`src/spas_pkg.sv`:
```
// spectrum peak annotation stats: shared types and constants
// no dependencies
package spas_pkg;

	localparam int MAX_PEAKS = 4096;

	localparam logic [24:0] MASS_MARGIN = 25'd9472;
	localparam logic [47:0] SUM_MAX = 48'hFFFF_FFFF_FFFF;
	localparam logic [15:0] PCT_SAT = 16'hFFFF;
	localparam logic [14:0] PCT_SCALE = 15'd25600;

	localparam logic [1:0] ST_OK = 2'd0;
	localparam logic [1:0] ST_NOT_ANNOT = 2'd1;
	localparam logic [1:0] ST_NO_PEAKS = 2'd2;

	localparam logic [2:0] REG_MIN_MASS = 3'd0;
	localparam logic [2:0] REG_PEP_MASS = 3'd1;
	localparam logic [2:0] REG_PEP_LEN = 3'd2;
	localparam logic [2:0] REG_ALL_IONS = 3'd3;
	localparam logic [2:0] REG_ION_SELECT_MASK = 3'd4;
	localparam logic [2:0] REG_ION_TYPE_COUNT = 3'd5;

	typedef struct packed {
		logic [23:0] peak_mass;
		logic [31:0] peak_intensity;
		logic        annotated;
		logic [3:0]  ion_type;
		logic [5:0]  bond_index;
		logic        last_peak;
	} peak_t;

	typedef struct packed {
		logic [1:0]  status;
		logic [47:0] all_int;
		logic [47:0] id_int;
		logic [12:0] all_peaks;
		logic [12:0] id_peaks;
		logic [6:0]  observed_bonds;
		logic [15:0] pct_intensity;
		logic [15:0] pct_peaks;
		logic [15:0] pct_ions;
		logic [15:0] pct_bonds;
	} stats_t;

	// classified peak from front to back
	typedef struct packed {
		logic        in_window;
		logic        selected;
		logic [31:0] intensity;
		logic [5:0]  bond;
		logic        last;
	} cls_t;

	typedef enum logic [2:0] {
		BK_ACC,
		BK_DIV,
		BK_OUT
	} bk_state_t;

endpackage

```
`src/spas_front.sv`:
```
// front: peak acceptance and window / selection classification
// depends on spas_pkg
module spas_front (
	input  logic                clk,
	input  logic                arst_n,
	input  logic                in_valid,
	output logic                in_ready,
	input  spas_pkg::peak_t     in_data,
	input  logic [23:0]         min_mass,
	input  logic [23:0]         pep_mass,
	input  logic                all_ions,
	input  logic [15:0]         ion_select_mask,
	output logic                q_valid,
	input  logic                q_ready,
	output spas_pkg::cls_t      q_data
);
	// two-entry queue
	spas_pkg::cls_t mem_q [2];
	logic [1:0] cnt_q;
	logic       wp_q, rp_q;
	spas_pkg::cls_t c;
	logic push, pop;

	always_comb begin
		c.in_window = (in_data.peak_mass >= min_mass) &&
			({1'b0, in_data.peak_mass} + spas_pkg::MASS_MARGIN <= {1'b0, pep_mass});
		c.selected = in_data.annotated && (all_ions || ion_select_mask[in_data.ion_type]);
		c.intensity = in_data.peak_intensity;
		c.bond = in_data.bond_index;
		c.last = in_data.last_peak;
	end

	assign in_ready = cnt_q != 2'd2;
	assign push = in_valid && in_ready;
	assign q_valid = cnt_q != 2'd0;
	assign pop = q_valid && q_ready;
	assign q_data = mem_q[rp_q];

	always_ff @(posedge clk) begin
		if (push) begin
			mem_q[wp_q] <= c;
		end
	end

	always_ff @(posedge clk or negedge arst_n) begin
		if (!arst_n) begin
			cnt_q <= '0;
			wp_q <= 1'b0;
			rp_q <= 1'b0;
		end else begin
			if (push) wp_q <= ~wp_q;
			if (pop) rp_q <= ~rp_q;
			cnt_q <= cnt_q + {1'b0, push} - {1'b0, pop};
		end
	end
endmodule

```
`src/spas_back.sv`:
```
// back: accumulators, serial percentage division and result register
// depends on spas_pkg
module spas_back #(
	parameter int MAX_BONDS = 64
) (
	input  logic                clk,
	input  logic                arst_n,
	input  logic                q_valid,
	output logic                q_ready,
	input  spas_pkg::cls_t      q_data,
	input  logic [6:0]          pep_len,
	input  logic [4:0]          ion_type_count,
	output logic                out_valid,
	input  logic                out_ready,
	output spas_pkg::stats_t    out_data
);
	localparam logic [12:0] CNT_MAX = 13'(spas_pkg::MAX_PEAKS);
	localparam int NUMW = 63;
	localparam int QW = 64;

	spas_pkg::bk_state_t st_q, st_d;
	logic [47:0] isum_q, esum_q;
	logic [12:0] pcnt_q, ecnt_q;
	logic [63:0] map_q;
	logic [6:0]  bonds_q;
	logic [1:0]  job_q;
	logic [6:0]  bit_q;
	logic [NUMW-1:0] num_q;
	logic [QW-1:0] rem_q;
	logic [47:0] den_q;
	logic [15:0] pct_q [4];
	spas_pkg::stats_t res_q;
	logic        out_valid_q;

	logic [48:0] isum_n, esum_n;
	logic [63:0] bset;
	logic [QW-1:0] rsh;
	logic [6:0]  pc;
	logic [6:0]  nb;
	logic [11:0] tn;
	logic [NUMW-1:0] nums [4];
	logic [47:0] dens [4];

	// times 25600 as shifts and adds
	function automatic logic [NUMW-1:0] scale(input logic [47:0] v);
		logic [NUMW-1:0] w;
		w = {15'd0, v};
		return (w << 14) + (w << 13) + (w << 10);
	endfunction

	assign nb = pep_len - 7'd1;
	assign tn = {7'd0, ion_type_count} * {5'd0, nb};
	assign isum_n = {1'b0, isum_q} + {17'd0, q_data.intensity};
	assign esum_n = {1'b0, esum_q} + {17'd0, q_data.intensity};

	always_comb begin
		bset = '0;
		if (32'(q_data.bond) < 32'(MAX_BONDS)) bset[q_data.bond] = 1'b1;
		pc = '0;
		for (int i = 0; i < 64; i++) pc = pc + {6'd0, map_q[i]};
	end

	always_comb begin
		nums[0] = scale(esum_q);
		nums[1] = scale({35'd0, ecnt_q});
		nums[2] = nums[1];
		nums[3] = scale({41'd0, bonds_q});
		dens[0] = isum_q;
		dens[1] = {35'd0, pcnt_q};
		dens[2] = (pep_len <= 7'd1) ? 48'd0 : {36'd0, tn};
		dens[3] = (pep_len <= 7'd1) ? 48'd0 : {41'd0, nb};
		rsh = {rem_q[QW-2:0], num_q[NUMW-1]};
	end

	// restoring division, one quotient bit a cycle
	logic [QW-1:0] quo_q;
	logic [QW:0] diff;
	assign diff = {1'b0, rsh} - {17'd0, den_q};

	// a waiting result holds back only the next last peak
	assign q_ready = (st_q == spas_pkg::BK_ACC) && !(out_valid_q && q_valid && q_data.last);

	always_comb begin
		st_d = st_q;
		case (st_q)
			spas_pkg::BK_ACC: if (q_valid && q_ready && q_data.last) st_d = spas_pkg::BK_DIV;
			spas_pkg::BK_DIV: if (job_q == 2'd3 && bit_q == 7'(NUMW)) st_d = spas_pkg::BK_OUT;
			spas_pkg::BK_OUT: st_d = spas_pkg::BK_ACC;
			default: st_d = spas_pkg::BK_ACC;
		endcase
	end

	always_ff @(posedge clk or negedge arst_n) begin
		if (!arst_n) begin
			st_q <= spas_pkg::BK_ACC;
			isum_q <= '0;
			esum_q <= '0;
			pcnt_q <= '0;
			ecnt_q <= '0;
			map_q <= '0;
			out_valid_q <= 1'b0;
			job_q <= '0;
			bit_q <= '0;
		end else begin
			st_q <= st_d;
			if (out_valid_q && out_ready) out_valid_q <= 1'b0;
			case (st_q)
				spas_pkg::BK_ACC: begin
					if (q_valid && q_ready && q_data.in_window) begin
						isum_q <= isum_n[48] ? spas_pkg::SUM_MAX : isum_n[47:0];
						pcnt_q <= (pcnt_q >= CNT_MAX) ? CNT_MAX : pcnt_q + 13'd1;
						if (q_data.selected) begin
							esum_q <= esum_n[48] ? spas_pkg::SUM_MAX : esum_n[47:0];
							ecnt_q <= (ecnt_q >= CNT_MAX) ? CNT_MAX : ecnt_q + 13'd1;
							map_q <= map_q | bset;
						end
					end
					job_q <= '0;
					bit_q <= '0;
				end
				spas_pkg::BK_DIV: begin
					if (bit_q == 7'(NUMW)) begin
						job_q <= job_q + 2'd1;
						bit_q <= '0;
					end else begin
						bit_q <= bit_q + 7'd1;
					end
				end
				spas_pkg::BK_OUT: begin
					out_valid_q <= 1'b1;
					isum_q <= '0;
					esum_q <= '0;
					pcnt_q <= '0;
					ecnt_q <= '0;
					map_q <= '0;
				end
				default: ;
			endcase
		end
	end

	always_ff @(posedge clk) begin
		case (st_q)
			spas_pkg::BK_ACC: begin
				bonds_q <= pc;
			end
			spas_pkg::BK_DIV: begin
				bonds_q <= pc;
				if (bit_q == 7'd0) begin
					num_q <= nums[job_q];
					den_q <= dens[job_q];
					rem_q <= '0;
					quo_q <= '0;
				end else begin
					num_q <= {num_q[NUMW-2:0], 1'b0};
					if (!diff[QW]) begin
						rem_q <= diff[QW-1:0];
						quo_q <= {quo_q[QW-2:0], 1'b1};
					end else begin
						rem_q <= rsh;
						quo_q <= {quo_q[QW-2:0], 1'b0};
					end
				end
			end
			default: ;
		endcase
	end

	// final quotient visible in the cycle after the last shift
	logic [15:0] qfin;
	always_comb begin
		qfin = (den_q == 48'd0) ? 16'd0 :
			(|quo_q[QW-1:16] ? spas_pkg::PCT_SAT : quo_q[15:0]);
	end

	always_ff @(posedge clk) begin
		if (st_q == spas_pkg::BK_DIV && bit_q == 7'd0 && job_q != 2'd0) pct_q[job_q - 2'd1] <= qfin;
		if (st_q == spas_pkg::BK_OUT) begin
			if (pep_len == 7'd0) begin
				res_q <= '{status: spas_pkg::ST_NOT_ANNOT, default: '0};
			end else begin
				res_q.status <= (pcnt_q == 13'd0) ? spas_pkg::ST_NO_PEAKS : spas_pkg::ST_OK;
				res_q.all_int <= isum_q;
				res_q.id_int <= esum_q;
				res_q.all_peaks <= pcnt_q;
				res_q.id_peaks <= ecnt_q;
				res_q.observed_bonds <= bonds_q;
				res_q.pct_intensity <= pct_q[0];
				res_q.pct_peaks <= pct_q[1];
				res_q.pct_ions <= pct_q[2];
				res_q.pct_bonds <= qfin;
			end
		end
	end

	assign out_valid = out_valid_q;
	assign out_data = res_q;
endmodule

```
`src/spectrum_peak_annotation_stats.sv`:
```
// top level: config registers, front classifier, back accumulator/divider
// depends on spas_pkg, spas_front, spas_back
//
// channel  | handshake            | payload
// peak in  | in_valid / in_ready  | in_data  (spas_pkg::peak_t)
// stats out| out_valid / out_ready| out_data (spas_pkg::stats_t)
// config   | cfg_we               | cfg_index, cfg_data
//
// one peak per cycle into the accumulators while no division or result step runs
// a last peak starts the bit-serial division of the four percentages, then a result step;
// out_valid is set in that result step and holds until out_ready
// while dividing the back takes nothing; the two-entry queue fills, then in_ready drops
// a last peak waits in the queue while the previous result beat is not taken
// arst_n clears accumulators and config to reset values
module spectrum_peak_annotation_stats #(
	parameter int MAX_BONDS = 64
) (
	input  logic             clk,
	input  logic             arst_n,
	input  logic             in_valid,
	output logic             in_ready,
	input  spas_pkg::peak_t  in_data,
	output logic             out_valid,
	input  logic             out_ready,
	output spas_pkg::stats_t out_data,
	input  logic             cfg_we,
	input  logic [2:0]       cfg_index,
	input  logic [23:0]      cfg_data
);
	logic [23:0] min_mass_q, pep_mass_q;
	logic [6:0]  pep_len_q;
	logic        all_ions_q;
	logic [15:0] ion_select_mask_q;
	logic [4:0]  ion_type_count_q;
	logic        q_valid, q_ready;
	spas_pkg::cls_t q_data;

	always_ff @(posedge clk or negedge arst_n) begin
		if (!arst_n) begin
			min_mass_q <= 24'd14592;
			pep_mass_q <= '0;
			pep_len_q <= '0;
			all_ions_q <= 1'b1;
			ion_select_mask_q <= '0;
			ion_type_count_q <= 5'd1;
		end else if (cfg_we) begin
			case (cfg_index)
				spas_pkg::REG_MIN_MASS: min_mass_q <= cfg_data;
				spas_pkg::REG_PEP_MASS: pep_mass_q <= cfg_data;
				spas_pkg::REG_PEP_LEN: pep_len_q <= cfg_data[6:0];
				spas_pkg::REG_ALL_IONS: all_ions_q <= cfg_data[0];
				spas_pkg::REG_ION_SELECT_MASK: ion_select_mask_q <= cfg_data[15:0];
				spas_pkg::REG_ION_TYPE_COUNT: ion_type_count_q <= cfg_data[4:0];
				default: ;
			endcase
		end
	end

	spas_front u_front (
		.clk(clk), .arst_n(arst_n),
		.in_valid(in_valid), .in_ready(in_ready), .in_data(in_data),
		.min_mass(min_mass_q), .pep_mass(pep_mass_q),
		.all_ions(all_ions_q), .ion_select_mask(ion_select_mask_q),
		.q_valid(q_valid), .q_ready(q_ready), .q_data(q_data)
	);

	spas_back #(.MAX_BONDS(MAX_BONDS)) u_back (
		.clk(clk), .arst_n(arst_n),
		.q_valid(q_valid), .q_ready(q_ready), .q_data(q_data),
		.pep_len(pep_len_q), .ion_type_count(ion_type_count_q),
		.out_valid(out_valid), .out_ready(out_ready), .out_data(out_data)
	);

	a_out_hold: assert property (@(posedge clk) disable iff (!arst_n)
		out_valid && !out_ready |=> out_valid && $stable(out_data))
		else $error("result dropped while stalled");
	a_no_last_busy: assert property (@(posedge clk) disable iff (!arst_n)
		out_valid |-> !(q_valid && q_ready && q_data.last))
		else $error("back took a last peak with result pending");
	a_status_ok: assert property (@(posedge clk) disable iff (!arst_n)
		out_valid |-> out_data.status != 2'd3)
		else $error("bad status code");
endmodule
```
`config.mk`:
```
export PLATFORM = sky130hd
export DESIGN_NAME = spectrum_peak_annotation_stats
export DESIGN_NICKNAME = d
export VERILOG_FILES = /design/src/spas_pkg.sv /design/src/spas_front.sv /design/src/spas_back.sv /design/src/spectrum_peak_annotation_stats.sv
export SDC_FILE = /design/constraint.sdc
export NUM_CORES = 2
export LEC_CHECK = 0
export BUFFER_PORTS_ARGS = -buffer_cell sky130_fd_sc_hd__clkbuf_2
export CORE_MARGIN = 2
export CORE_UTILIZATION = 65
export CTS_BUF_LIST = sky130_fd_sc_hd__clkbuf_8
export CTS_CLUSTER_SIZE = 30
export DETAILED_ROUTE_END_ITERATION = 16
export PLACE_DENSITY = 0.84
export SLEW_MARGIN = 30
export SYNTH_ARGS = -nofsm -noshare
export SYNTH_HDL_FRONTEND = slang
export SYNTH_SLANG_ARGS = --single-unit
```
`constraint.sdc`:
```
create_clock -name clk -period 15.34 [get_ports clk]
set_clock_uncertainty 0.2 [all_clocks]
set_input_delay 3.068 -clock clk [delete_from_list [all_inputs] [get_ports clk]]
set_output_delay 3.068 -clock clk [all_outputs]
set_load 0.02 [all_outputs]
```
==> flow_summary.ini <==
[power]
p_switching_mw = 5.43
comb_power_share_pct = 54.1
seq_power_share_pct = 30.2
pwr-share-clk_pct = 15.8
totalPowerFinal_mw = 12.5
switching_share_pct = 43.3
p_leak_nw = 24.4
p_int_mw = 7.11
peakVddDrop_mv = 0.264
p_per_area_mw_per_mm2 = 231

[floorplan]
die_x_um = 279
dieArea_mm2 = 0.0779
start_util_pct = 65.8
ios = 297
rows = 100
fp.coreArea_mm2 = 0.0747
die_y_um = 279

[grt]
grt_pass1_wl_mm = 195
antenna_found_initial = 2
grtUsageTotal_pct = 31.8
grt_overflow = 0
grt_max_degree = 172
grt_pass1_vias = 36200

[routing]
viasPerCell = 6.16
initialDrtViolationCount = 3823
drcViolationCount = 0
postRouteAntennaNets = 0
drtPass1Iterations = 6
routed_wirelength_mm = 124
post_drt_wl_per_cell_um = 20.5
vias = 37100

[critical_path]
timing.rr.start = u_back.map_q[1]$_DFFE_PN0P_
cp.arrival_ps = 6850
startpoint = u_back.map_q[1]$_DFFE_PN0P_
cp-start-kind = flip-flop
required_ps = 15660
crit_fanout = 2
worst-setup-path-type = flip-flop to flip-flop
worstSetupEndpointType = flip-flop

[clocking]
clk_latency_ps = 790
cts_tree = built
cts.htree.levels = 4
cts_max_path_buffers = 3
cts-buffers-inserted = 138
clk_pin_slew_ps = 60
root_buffer = clkbuf_8
cts.sinks = 839
cts.repair.resized = 0
post-cts-setup-buffers = 0
cts_hold_buf = 0

[logic_synthesis]
synth-edff-count = 560
synth_top_area_cell = edfxtp_1
synth_warnings = 0
avgSynthCellArea_um2 = 10.6
synth_common_cells = 560 x edfxtp_1, 410 x nand2_1, 374 x a21oi_1
async_flop_share_pct = 33.3
yosysMostFrequentCell = edfxtp_1
netlist_instances = 4648
synth_top_area_share_pct = 34.2
synth_area_leaders = edfxtp_1 34%, dfrtp_1 14%, ha_1 8.1%
ys_seq_elements = 839
synth.yosys.seq_area_share_pct = 48.4
synthDistinctLibCells = 87
synth_flop_cell = edfxtp_1
syn_area_mm2 = 0.0492
synth_fp_nets = 5186

[timing]
fin_crit_ps = 6530
tns_ps = 0
finalSetupViolCount = 0
fmax_ghz = 0.153
period_share_pct = 42.6
tightest_slew_ps = 1010
drv_slew = 0
final-hold-violation-count = 0
max-slew-margin-rel_pct = 30.8
rsz0062_at_grt = no

[outcome]
status = complete, no violations

[finish]
seqCellArea_mm2 = 0.0238
multi_input_area_mm2 = 0.0236
nFillCells = 5161
final_nets = 5474
area_growth_pct = 10.5
layout.cells.non_filler = 6019
drive_above_1_share_pct = 12.6

[worst_hold_path]
min-delay-start = u_back.map_q[52]$_DFFE_PN0P_
hp-class = flip-flop to flip-flop

[placed_design]
dp_cells = 5763
dp_hpwl_mm = 88.4
port_buffers = 296
globalplace.congestion = 0.930

[job]
max-cap-violations = 0
area by class of cell:
type                       count  share of cell area (%)
antenna                        1                 0.00460
clock buffer                 148                    3.75
clock inverter               105                    1.33
inverter                     312                    2.19
multi-input combinational   3317                    43.4
sequential                   839                    43.8
tap                          969                    2.23
timing repair buffer         328                    3.28
critical path, cell delays in order (launching register included):
cell and delay, ps:
dfrtp_1 390, ha_1 290, inv_1 50, fa_1 460, fa_1 390, inv_1 80
fa_1 460, fa_1 530, fa_1 530, fa_1 530, fa_1 540, inv_1 50
fa_1 590, inv_1 60, ha_1 290, nor2b_1 120, o21ai_0 150, nand2b_1 110
a21o_1 180, a21oi_1 180, xnor2_1 80
sequential cells by signal, summed over array words and instances, names as in the netlist, 48 cells and up:
signal,flops
out_data,48
u_back.den_q,48
u_back.esum_q,48
u_back.isum_q,48
u_back.map_q,64
u_back.num_q,53
u_back.out_data,147
u_back.pct_q,48
u_back.quo_q,64
u_back.rem_q,63
u_front.mem_q,82
power by group through the flow:
stage	combinational, mW	sequential [mW]	clock (mW)
2_1_floorplan	5.24	3.57	0
5_1_grt	7.59	3.83	2.10
6_report	6.78	3.78	1.98
3_3_place_gp	6.38	3.77	0
4_1_cts	6.68	3.76	2.01
3_5_place_dp	6.63	3.80	0
layout by cell type, fill, tap and decap left out, types with 12 or more instances in the layout:
cell type and instances:
edfxtp_1 560, nand2_1 408, a21oi_1 373, inv_1 358, ha_1 317, nor2_1 302, and2_1 302, clkbuf_2 295
dfrtp_1 272, o21ai_0 270, clkbuf_8 148, xnor2_1 132, a21o_1 122, fa_1 121, nand3_1 97, xor2_1 84
mux2_2 64, nand4_1 53, a31oi_1 51, nor2b_1 50, nor3_1 46, o21a_1 41, a211oi_1 38, nor4_1 37
and3_1 33, nand2b_1 30, o21bai_1 29, buf_4 29, o31ai_1 24, or3_1 23, mux2i_1 21, clkinv_1 19
o211ai_1 18, clkinv_2 16, a22oi_1 15, a41oi_1 12
layer usage:
layer  track usage (%)  vias to the layer above  wire length (um)
li1                  -                    17200                 -
met1              44.0                    17900             51500
met2              49.3                     1637             56400
met3              6.19                      301             10600
met4              14.0                        2              5150
met5                 0                        -                13
cell families (layout without fill, tap and decap cells):
logic type	count (synthesis)	count (layout)	synth area share [%]
simple gates	1450	1450	14.7
compound gates	1123	1123	14.1
flops	839	839	48.4
buf+inv	492	893	3.83
fa+ha+maj	438	438	13.0
xor+xnor	216	216	3.85
mux	90	90	2.12
other cells	0	1	0
final timing paths:
kind / to / depth (start not counted) / slack [ps]
setup / recovery: u_back.bonds_q[5]$_DFFE_PP_ / 20 / 8810
hold / removal: u_back.map_q[52]$_DFFE_PN0P_ / 2 / 300
setup reg to reg: u_back.bonds_q[5]$_DFFE_PP_ / 20 / 8810
hold reg to reg: u_back.map_q[52]$_DFFE_PN0P_ / 2 / 300
max in group asynchronous: u_back.ecnt_q[6]$_DFFE_PN0P_ / 3 / 11780
min in group asynchronous: pep_mass_q[10]$_DFFE_PN0P_ / 1 / 1920
per-stage QoR:
step	setup slack (ps)	hold slack, ps	area, um^2	utilization, %
after floorplan	7980	261	49200	-
after global placement	8950	273	51500	69.0
after detailed placement	8820	291	51500	69.0
after CTS	8800	303	54300	72.7
after global routing	8550	320	54400	72.8
final	8810	297	54400	72.8
Note: power is estimated with default switching activity, not from simulation.
